`src/rtl/core/mrpt_pkg.sv`:
```
`timescale 1ns / 1ps
// ----------------------------------------------------------------------------
// mrpt_pkg
// Shared types and constants for the Miller-Rabin primality tester.
// ----------------------------------------------------------------------------
package mrpt_pkg;

	localparam int NBits     = 49;
	localparam int BaseCount = 7;
	localparam int CntBits   = 6;

	typedef logic [NBits-1:0] word_t;

	// Witness bases, first NumBases are used
	function automatic word_t witness_base(input logic [2:0] idx);
		word_t r;
		r = '0;
		case (idx)
			3'd0:    r = word_t'(2);
			3'd1:    r = word_t'(3);
			3'd2:    r = word_t'(5);
			3'd3:    r = word_t'(7);
			3'd4:    r = word_t'(11);
			3'd5:    r = word_t'(13);
			3'd6:    r = word_t'(17);
			default: r = word_t'(17);
		endcase
		return r;
	endfunction

	typedef enum logic [3:0] {
		ST_IDLE,
		ST_SPLIT,
		ST_BASE,
		ST_POW_MUL,
		ST_POW_SQR,
		ST_POW_NEXT,
		ST_CHECK,
		ST_SQ_MUL,
		ST_DONE
	} state_t;

	// Request to the modular multiplier
	typedef struct packed {
		logic  start;
		word_t x;
		word_t y;
		word_t m;
	} mul_req_t;

	typedef struct packed {
		logic  done;
		word_t p;
	} mul_rsp_t;

endpackage

```
`src/rtl/core/mrpt_modmul.sv`:
```
`timescale 1ns / 1ps
// ----------------------------------------------------------------------------
// mrpt_modmul
// Bit-serial shift-and-add modular multiplier, one multiplier bit a cycle.
// ----------------------------------------------------------------------------
module mrpt_modmul import mrpt_pkg::*; (
	input  logic     clk,
	input  logic     arst_n,
	input  mul_req_t req,
	output mul_rsp_t rsp
);

	logic              busy_q;
	logic              done_q;
	logic [NBits:0]    acc_q;
	logic [NBits:0]    add_q;
	word_t             y_q;
	word_t             m_q;
	logic [NBits:0]    acc_sum;
	logic [NBits:0]    add_dbl;
	logic [NBits:0]    acc_nx;
	logic [NBits:0]    add_nx;

	// operands stay below m, so one conditional subtract suffices
	always_comb begin
		acc_sum = acc_q + add_q;
		acc_nx  = acc_q;
		if (y_q[0]) begin
			acc_nx = (acc_sum >= {1'b0, m_q}) ? acc_sum - {1'b0, m_q} : acc_sum;
		end
		add_dbl = {add_q[NBits-1:0], 1'b0};
		add_nx  = (add_dbl >= {1'b0, m_q}) ? add_dbl - {1'b0, m_q} : add_dbl;
	end

	always_ff @(posedge clk or negedge arst_n) begin
		if (!arst_n) begin
			busy_q <= 1'b0;
			done_q <= 1'b0;
		end else begin
			done_q <= 1'b0;
			if (req.start) begin
				busy_q <= 1'b1;
			end else if (busy_q && y_q == '0) begin
				busy_q <= 1'b0;
				done_q <= 1'b1;
			end
		end
	end

	always_ff @(posedge clk) begin
		if (req.start) begin
			acc_q <= '0;
			add_q <= {1'b0, req.x};
			y_q   <= req.y;
			m_q   <= req.m;
		end else if (busy_q && y_q != '0) begin
			acc_q <= acc_nx;
			add_q <= add_nx;
			y_q   <= {1'b0, y_q[NBits-1:1]};
		end
	end

	assign rsp.done = done_q;
	assign rsp.p    = acc_q[NBits-1:0];

endmodule

```
`src/rtl/core/mrpt_seq.sv`:
```
`timescale 1ns / 1ps
// ----------------------------------------------------------------------------
// mrpt_seq
// Sequencer: splits n-1, walks the bases, drives the shared multiplier.
// ----------------------------------------------------------------------------
module mrpt_seq import mrpt_pkg::*; #(
	parameter int NumBases = BaseCount
) (
	input  logic     clk,
	input  logic     arst_n,
	input  logic     start,
	input  word_t    n_in,
	output logic     busy,
	output logic     done,
	output logic     verdict,
	output mul_req_t req,
	input  mul_rsp_t rsp
);

	localparam int UseBases = (NumBases > BaseCount) ? BaseCount : NumBases;

	state_t state_q, state_d;
	word_t  n_q, d_q, e_q, x_q, sq_q;
	logic [CntBits-1:0] s_q, r_q;
	logic [2:0] bi_q;
	logic   prime_q;
	word_t  base_a;
	word_t  nm1;
	logic   bases_left;
	logic   base_pass;

	assign nm1        = n_q - word_t'(1);
	assign base_a     = witness_base(bi_q);
	assign bases_left = (4'(bi_q) < 4'(UseBases)) && (base_a < n_q);
	// a^d == 1 passes only before any squaring; n-1 passes at any round
	assign base_pass  = (x_q == word_t'(1) && r_q == '0) || x_q == nm1;

	always_comb begin
		state_d = state_q;
		case (state_q)
			ST_IDLE:     if (start) state_d = ST_SPLIT;
			ST_SPLIT: begin
				if (n_q == word_t'(2)) state_d = ST_DONE;
				else if (n_q <= word_t'(1) || !n_q[0]) state_d = ST_DONE;
				else if (d_q[0]) state_d = ST_BASE;
			end
			ST_BASE:     state_d = bases_left ? ST_POW_NEXT : ST_DONE;
			ST_POW_NEXT: begin
				if (e_q == '0) state_d = ST_CHECK;
				else if (e_q[0]) state_d = ST_POW_MUL;
				else state_d = ST_POW_SQR;
			end
			ST_POW_MUL:  if (rsp.done) state_d = ST_POW_SQR;
			ST_POW_SQR:  if (rsp.done) state_d = ST_POW_NEXT;
			ST_CHECK: begin
				if (base_pass) state_d = ST_BASE;
				else if (r_q + 1'b1 >= s_q) state_d = ST_DONE;
				else state_d = ST_SQ_MUL;
			end
			ST_SQ_MUL:   if (rsp.done) state_d = ST_CHECK;
			ST_DONE:     state_d = ST_IDLE;
			default:     state_d = ST_IDLE;
		endcase
	end

	always_comb begin
		req.start = 1'b0;
		req.x     = x_q;
		req.y     = sq_q;
		req.m     = n_q;
		busy      = (state_q != ST_IDLE);
		done      = (state_q == ST_DONE);
		verdict   = prime_q;
		case (state_q)
			ST_POW_NEXT: begin
				req.start = (e_q != '0);
				req.x     = e_q[0] ? x_q : sq_q;
			end
			ST_POW_MUL: begin
				req.start = rsp.done;
				req.x     = sq_q;
			end
			ST_CHECK: begin
				req.start = (state_d == ST_SQ_MUL);
				req.y     = x_q;
			end
			default: req.start = 1'b0;
		endcase
	end

	always_ff @(posedge clk or negedge arst_n) begin
		if (!arst_n) begin
			state_q <= ST_IDLE;
		end else begin
			state_q <= state_d;
		end
	end

	always_ff @(posedge clk) begin
		case (state_q)
			ST_IDLE: begin
				n_q     <= n_in;
				d_q     <= n_in - word_t'(1);
				s_q     <= '0;
				bi_q    <= '0;
				prime_q <= 1'b1;
			end
			ST_SPLIT: begin
				if (n_q == word_t'(2)) prime_q <= 1'b1;
				else if (n_q <= word_t'(1) || !n_q[0]) prime_q <= 1'b0;
				else if (!d_q[0]) begin
					d_q <= {1'b0, d_q[NBits-1:1]};
					s_q <= s_q + 1'b1;
				end
			end
			ST_BASE: begin
				e_q  <= d_q;
				x_q  <= word_t'(1);
				sq_q <= base_a;
				r_q  <= '0;
			end
			ST_POW_MUL: if (rsp.done) x_q <= rsp.p;
			ST_POW_SQR: if (rsp.done) begin
				sq_q <= rsp.p;
				e_q  <= {1'b0, e_q[NBits-1:1]};
			end
			ST_CHECK: begin
				if (base_pass) bi_q <= bi_q + 1'b1;
				else if (r_q + 1'b1 >= s_q) prime_q <= 1'b0;
			end
			ST_SQ_MUL: if (rsp.done) begin
				x_q <= rsp.p;
				r_q <= r_q + 1'b1;
			end
			default: ;
		endcase
	end

endmodule

```
`src/rtl/core/miller_rabin_primality_test_top.sv`:
```
`timescale 1ns / 1ps
// ----------------------------------------------------------------------------
// miller_rabin_primality_test_top
// Deterministic Miller-Rabin primality tester on stream ports.
// ----------------------------------------------------------------------------
// One 49-bit n per input transfer, one prime flag bit per output transfer.
// Bases 2,3,5,7,11,13,17 (first NumBases) make the test exact below
// 341550071728321. All arithmetic runs through one bit-serial modular
// multiplier; a full test costs roughly NumBases * 2*49 products, plus
// stripping factors of two from n-1. Trivial inputs (even, <=1, 2)
// skip the multiplier. s_tready is low while a test runs; the result
// sits in an output register until taken, and the next item is taken only
// after that.
module miller_rabin_primality_test_top import mrpt_pkg::*; #(
	parameter int NumBases = BaseCount
) (
	input  logic        clk,
	input  logic        arst_n,
	input  logic        s_tvalid,
	output logic        s_tready,
	input  logic [55:0] s_tdata,   // [48:0] n_value, rest zero
	output logic        m_tvalid,
	input  logic        m_tready,
	output logic [7:0]  m_tdata    // [0] prime flag, rest zero
);

	mul_req_t req;
	mul_rsp_t rsp;
	logic     busy, done, verdict, start;
	logic     out_valid_q, out_bit_q;

	// accept only when the engine idles and no result is pending
	assign s_tready = !busy && !out_valid_q;
	assign start    = s_tvalid && s_tready;

	mrpt_seq #(.NumBases(NumBases)) u_seq (
		.clk(clk), .arst_n(arst_n), .start(start), .n_in(s_tdata[NBits-1:0]),
		.busy(busy), .done(done), .verdict(verdict), .req(req), .rsp(rsp)
	);

	mrpt_modmul u_mul (.clk(clk), .arst_n(arst_n), .req(req), .rsp(rsp));

	always_ff @(posedge clk or negedge arst_n) begin
		if (!arst_n) begin
			out_valid_q <= 1'b0;
		end else if (done) begin
			out_valid_q <= 1'b1;
		end else if (m_tready) begin
			out_valid_q <= 1'b0;
		end
	end

	always_ff @(posedge clk) begin
		if (done) begin
			out_bit_q <= verdict;
		end
	end

	assign m_tvalid = out_valid_q;
	assign m_tdata  = {7'b0, out_bit_q};

	a_no_accept_busy: assert property (@(posedge clk) disable iff (!arst_n)
		busy |-> !s_tready) else $error("input taken during a test");
	a_done_free: assert property (@(posedge clk) disable iff (!arst_n)
		done |-> !out_valid_q) else $error("result overwrites pending result");
	a_start_run: assert property (@(posedge clk) disable iff (!arst_n)
		start |=> busy) else $error("accepted item did not start a test");

endmodule

```
`config.mk`:
```
export PLATFORM = sky130hd
export DESIGN_NAME = miller_rabin_primality_test_top
export DESIGN_NICKNAME = d
export VERILOG_FILES = /design/src/rtl/core/mrpt_pkg.sv /design/src/rtl/core/mrpt_modmul.sv /design/src/rtl/core/mrpt_seq.sv /design/src/rtl/core/miller_rabin_primality_test_top.sv
export SDC_FILE = /design/constraint.sdc
export NUM_CORES = 1
export LEC_CHECK = 0
export BUFFER_PORTS_ARGS = -buffer_cell sky130_fd_sc_hd__buf_4
export CAP_MARGIN = 5
export CORE_MARGIN = 2
export CORE_UTILIZATION = 30
export DETAILED_ROUTE_END_ITERATION = 7
export SLEW_MARGIN = 20
export SYNTH_ARGS = -nofsm -noshare
export SYNTH_HDL_FRONTEND = slang
export SYNTH_SLANG_ARGS = --single-unit
export TNS_END_PERCENT = 1
```
`constraint.sdc`:
```
create_clock -name clk -period 11.3 [get_ports clk]
set_input_delay 1.695 -clock clk [delete_from_list [all_inputs] [get_ports clk]]
set_output_delay 1.695 -clock clk [all_outputs]
set_load 0.03 [all_outputs]
```
* Word level (Yosys, flattened, before mapping)
Cells that the tools add are included.
W data, S select, Z words.
** Operators by class
- $add $sub $neg :: 8
- Multiplexer cells :: 52
- Magnitude comparators :: 6
- Reduce and logical (&&, ||, !) cells :: 37
- Equal/unequal tests :: 27
** Operators by type and width (number)
- $mux W49 :: 11
- $pmux W49 S2 :: 5
- $ge A50 B49 Y1 :: 2
- $mux W50 :: 2
- $sub A50 B49 Y50 :: 2
- $logic_not A49 Y1 :: 2
- $reduce_bool A49 Y1 :: 2
- $sub A49 B1 Y49 const B :: 2
- $add A50 B50 Y50 :: 1
- $eq A49 B1 Y1 const B :: 1
- $eq A49 B2 Y1 const B :: 1
- $eq A49 B49 Y1 :: 1
- $le A49 B1 Y1 const B :: 1
- $lt A5 B49 Y1 :: 1
- $mux W4 :: 11
- $pmux W4 S8 :: 1
- $pmux W5 S6 :: 1
- $mux W6 :: 4
- $pmux W6 S2 :: 2
- $eq A4 B3 Y1 const B :: 5
- $reduce_bool A2 Y1 :: 8
- $add A6 B1 Y6 const B :: 2
- $mux W1 :: 10
- $ne A2 B1 Y1 const B :: 5
- other kinds (26) :: 47
** Word-level totals
- Output and inout bits :: 10
- Register bits after elaboration :: 467
- Logic and storage cells :: 150

* Logic depth before layout (Yosys ltp)
- Depth after elaboration :: 9
- Gate-level depth with buffers :: 25

* Cells and area by module
From an unflattened synthesis, not the netlist that was laid out.
** Second synthesis, totals
- Cell total of the unflattened synthesis :: 3451
- Area, all modules :: 32807.7 µm²
** By module, submodules not included
- mrpt_modmul :: cells each 2039, sequential area each 5485.3 µm², area an instance 17576.9 µm², instances 1
- mrpt_seq :: cells each 1397, sequential area each 7937.6 µm², area an instance 15087.0 µm², instances 1
- miller_rabin_primality_test_top :: cells each 15, sequential area each 55.1 µm², area an instance 143.9 µm², instances 1

* Worst setup path after synthesis
OpenSTA, ideal clock, no wires.
- Path type :: register to register
- From :: register u_seq.state_q[1]
- To :: register u_seq.e_q[0], enable pin
- Cell stages (with the launch flop) :: 6
- Period minus slack after synthesis :: 8773 ps
- Arrival time :: 8083 ps
- Library setup time :: 690 ps
- Path slack :: 2527 ps
- Buffers on the path :: 2
- Cells stage by stage :: dfrtp_1 clkbuf_1 nand2b_1 or3_1 clkbuf_1 o21ai_0
** On the way
- Longest elaborated chain between the ends :: 3
- Elaborated cells between the ends (all ways) :: 5
- Those cells by class :: 3 x eq/ne; 2 x reduce/logical
** Ends and longest elaborated chain
- start: declaration :: line mrpt_seq.sv:22 : state_t state_q, state_d;
- start signal: assignment :: line mrpt_seq.sv:95 : state_q <= state_d;
- $eq A4 B3 Y1 / $eq A4 B2 Y1 (equally long branches) :: line mrpt_seq.sv:100 : case (state_q)
- $ne A2 B1 Y1 (no line) / $reduce_bool A2 Y1 (equally long branches)
- $reduce_and A2 Y1 (no line) (*)
- end signal: assignment :: line mrpt_seq.sv:117 : e_q <= d_q;
- end signal: assignment :: line mrpt_seq.sv:125 : e_q <= {1'b0, e_q[NBits-1:1]};
- end: declaration :: line mrpt_seq.sv:23 : word_t n_q, d_q, e_q, x_q, sq_q;
Mark *: on every way between the ends. The rest lies on a longest branch, timed or not.
A chain may end at the register's enable or synchronous reset.

* Final worst setup path
- From :: register u_mul.add_q[0]
- To :: register u_mul.acc_q[35]
** On the way
- Longest elaborated chain between the ends :: 3
- Elaborated cells between the ends (all ways) :: 4
- Those cells by class :: 2 x add/sub; 1 x order compare; 1 x mux
** Ends and longest elaborated chain
- start: declaration :: line mrpt_modmul.sv:16 : logic [NBits:0] add_q;
- start signal: assignment :: line mrpt_modmul.sv:53 : add_q <= {1'b0, req.x};
- start signal: assignment :: line mrpt_modmul.sv:58 : add_q <= add_nx;
- $add A50 B50 Y50 (*) :: line mrpt_modmul.sv:26 : acc_sum = acc_q + add_q;
- $sub A50 B49 Y50 / $ge A50 B49 Y1 (equally long branches) :: line mrpt_modmul.sv:29 : acc_nx = (acc_sum >= {1'b0, m_q}) ? acc_sum - {1'b0, m_q} : acc_sum;
- $mux W50 (*) :: line mrpt_modmul.sv:29
- end signal: assignment :: line mrpt_modmul.sv:57 : acc_q <= acc_nx;
- end: declaration :: line mrpt_modmul.sv:15 : logic [NBits:0] acc_q;
Marks and branches as above.

==> run_results.csv <==
group,metric,value,unit
worst_setup_path,r2r_slack,3800,ps
logic_synthesis,synth-seq-area-share,43.48,%
floorplanning,dieWidth,325.4,um
logic_synthesis,synth_flop_cell,"edfxtp_1",
route,drt_pass1_iterations,5,
logic_synthesis,syn_inst,3212,
logic_synthesis,synth_area,0.03100,mm2
worst_setup_path,rr_endpoint,"u_mul.acc_q[35]$_SDFFE_PP0P_",
hold_path,hold_class,"reg -> reg",
floorplanning,dieHeight,325.4,um
clocking,cts_num_sinks,467,
sta,tightest_slew,1099,ps
logic_synthesis,netlist.area_leader.share,39.62,%
route,final_antenna_net_count,0,
route,drc,0,
sta,finalCritPeriodShare,66.38,%
worst_setup_path,cp_max_fo,67,
worst_setup_path,timing.rr.start,"u_mul.add_q[0]$_DFFE_PP_",
clocking,cts_buffers,50,
cells_and_area,finalNetCount,3434,
logic_synthesis,synth_edf_count,409,
clocking,ctsHoldBuffers,0,
sta,maxSlewHeadroom,26.15,%
cells_and_area,drive_gt1_share,6.942,%
logic_synthesis,synth_area_per_cell,9.650,um2
sta,maxSlewViolCount,0,
clocking,htree_levels,2,
logic_synthesis,async_flop_share,1.499,%
worst_setup_path,ff2ff_path_depth,23,
sta,min_period,7501,ps
sta,max_freq,0.1333,GHz
floorplanning,io-pin-count,70,
route,first_iter_violations,2030,
clocking,clk_pin_slew_worst_paths,60,ps
placed_design,dp_hpwl,68240,um
placed_design,io_buffers,55,
hold_path,min_delay_path_depth,2,
grt,track_usage,16.59,%
route,wl_per_cell,19.70,um
worst_setup_path,required,11830,ps
grt,first_global_vias,23230,
outcome,outcome,"finished clean",
worst_setup_path,start_kind,"flop",
run,maxCapViolCount,0,
placed_design,gp_congestion,0.9573,
worst_setup_path,end_kind,"flop",
clocking,clk-insertion-delay-late,610,ps
grt,grt_max_degree,89,
route,vias,24560,
worst_setup_path,crit_type,"reg -> reg",
route,via_per_inst,5.328,
hold_path,min-delay-start,"u_mul.acc_q[49]$_SDFFE_PP0P_",
clocking,clock_path_buffers,3,
logic_synthesis,ys_types,82,
logic_synthesis,synthTopCellsByArea,"edfxtp_1, ha_1, nand2_1, xnor2_1, a21oi_1",
logic_synthesis,ys_warn_count,0,
floorplanning,initial_core_util,30.33,%
sta,fin_skew,32.22,ps
logic_synthesis,yosysTopAreaCell,"edfxtp_1",
sta,hold_viol,0,
clocking,cts_tree,"yes",
cells_and_area,area_growth,10.66,%
floorplanning,core,0.1022,mm2
cells_and_area,fillers,10600,
grt,antenna_found_initial,1,
clocking,post_cts_buffers,0,
sta,rsz0062_at_grt,"false",
route,drt-total-wl,90820,um
logic_synthesis,ys_ff_latch,467,
worst_setup_path,arrival,8030,ps
floorplanning,die-area,0.1059,mm2
grt,grt-ovfl-total,0,
hold_path,hold_path_end,"u_mul.acc_q[49]$_SDFFE_PP0P_",
grt,grt_pass1_wl,138000,um
sta,setup-tns-final,0,ps
clocking,cts.repair.resized,0,
clocking,cts_root_buf,"clkbuf_16",
sta,setup_viol,0,
floorplanning,placementRows,117,
flip-flops by register name (all words and copies together), names as in the netlist, 3 cells and up:
name / flops
u_mul.add_q: 50
u_mul.acc_q: 50
u_seq.bi_q: 3
u_seq.s_q: 6
u_seq.r_q: 6
u_seq.sq_q: 49
u_mul.m_q: 49
u_seq.state_q: 4
u_seq.d_q: 49
u_seq.n_q: 49
u_seq.x_q: 49
u_seq.e_q: 49
u_mul.y_q: 49
worst max path at each step:
stage	end	startpoint	slack (ps)	cells past startpoint
after global routing	u_mul.acc_q[45]$_SDFFE_PP0P_	u_mul.add_q[0]$_DFFE_PP_	3170	22
after detailed placement	u_mul.acc_q[45]$_SDFFE_PP0P_	u_mul.add_q[0]$_DFFE_PP_	3890	22
after CTS	u_mul.acc_q[35]$_SDFFE_PP0P_	u_mul.add_q[0]$_DFFE_PP_	3840	23
final	u_mul.acc_q[35]$_SDFFE_PP0P_	u_mul.add_q[0]$_DFFE_PP_	3800	23
after floorplan	u_seq.e_q[0]$_DFFE_PP_	u_seq.state_q[1]$_DFF_PN0_	2530	5
after global placement	u_mul.acc_q[35]$_SDFFE_PP0P_	u_mul.add_q[0]$_DFFE_PP_	3860	23
stage by stage:
| step | hold WS, ps | area (um2) | std cells | worst slack [ps] | utilization, % |
|---|---|---|---|---|---|
| 6_report | 502.2 | 34300 | 4610 | 3799 | 33.57 |
| 5_1_grt | 511.5 | 34300 | 4610 | 3170 | 33.57 |
| 4_1_cts | 505.1 | 34300 | 4609 | 3844 | 33.56 |
| 3_5_place_dp | 485.2 | 32780 | 4518 | 3893 | 32.08 |
| 3_3_place_gp | 486.7 | 32780 | 4518 | 3861 | 32.08 |
| 2_1_floorplan | 400.3 | 31020 | 3218 | 2527 | - |
cells by family (layout without fill, tap and decap cells):
family	Yosys count	after routing	synth area share, %
AND/OR/NAND/NOR	1070	1070	16.89
other	1	8	0.01210
flip-flops	467	467	43.48
adder cells (fa/ha/maj)	172	172	7.016
multiplexers	151	151	4.973
buffers and inverters	261	284	3.496
AO/OA/AOI/OAI	835	835	16.93
XOR/XNOR	255	255	7.205
Yosys cell counts, types with 37 or more instances:
| master | instances |
|---|---|
| nor2_1 | 164 |
| o21ai_0 | 189 |
| o211ai_1 | 52 |
| nand2_1 | 402 |
| clkbuf_1 | 116 |
| ha_1 | 169 |
| edfxtp_1 | 409 |
| a21o_1 | 84 |
| nand4_1 | 37 |
| xor2_1 | 89 |
| mux2i_1 | 127 |
| a21oi_1 | 265 |
| xnor2_1 | 166 |
| nor3_1 | 65 |
| and2_1 | 61 |
| inv_1 | 110 |
| nor4_1 | 71 |
| dfxtp_1 | 51 |
| and3_1 | 73 |
| nand3_1 | 59 |
area by class of cell:
class / instances / area, um2 / share of cell area [%]
clock inverter: 21 / 146.4 / 0.4268
sequential: 467 / 13480 / 39.30
clock buffer: 70 / 1366 / 3.984
inverter: 112 / 421.7 / 1.229
tap: 1368 / 1712 / 4.990
multi-input combinational: 2490 / 16560 / 48.29
antenna: 1 / 2.502 / 0.007296
timing repair buffer: 81 / 608.1 / 1.773
placed cells by master (no fill, tap or decap), types with 19 or more instances in the layout:
cell / Yosys / final
a211oi_1: 33 / 33
a21o_1: 84 / 84
a21oi_1: 265 / 265
a31oi_1: 28 / 28
and2_1: 61 / 60
and3_1: 73 / 73
buf_4: 13 / 81
clkbuf_16: 0 / 50
dfxtp_1: 51 / 51
edfxtp_1: 409 / 409
ha_1: 169 / 169
inv_1: 110 / 109
mux2_2: 23 / 23
mux2i_1: 127 / 127
nand2_1: 402 / 400
nand2b_1: 26 / 25
nand3_1: 59 / 58
nand3b_1: 20 / 20
nand4_1: 37 / 37
nor2_1: 164 / 164
nor2b_1: 24 / 23
nor3_1: 65 / 64
nor4_1: 71 / 71
o211ai_1: 52 / 52
o21a_1: 20 / 20
o21ai_0: 189 / 188
o21ai_1: 27 / 26
or3_1: 20 / 19
xnor2_1: 166 / 166
xor2_1: 89 / 89
worst max-delay path, cell delays in order, from the launching register on:
cell and delay (ps):
edfxtp_1 450, ha_1 260, fa_1 460, a211oi_1 330, nor3_1 140, o311ai_0 740
o21ai_0 430, o2111ai_1 400, nand2_1 170, a311o_1 340, a21oi_1 170, xnor2_1 120
ha_1 440, nand3_1 120, o21a_1 220, o21a_1 180, a21boi_0 150, o21ba_2 330
a41oi_1 330, o311ai_4 340, buf_4 660, o21ai_0 250, o211ai_1 160, o211a_1 170
metal layers:
metal | vias up | global-route usage [%] | part of all wire [%]
li1 | 11900 | - | -
met1 | 11840 | 23.56 | 46
met2 | 678 | 26.13 | 45
met3 | 149 | 1.403 | 5.2
met4 | 0 | 6.381 | 3.9
met5 | - | 0 | 0
Power is not shown: default switching activity piles up to over one toggle a cycle in this logic, so the estimate is an artifact.
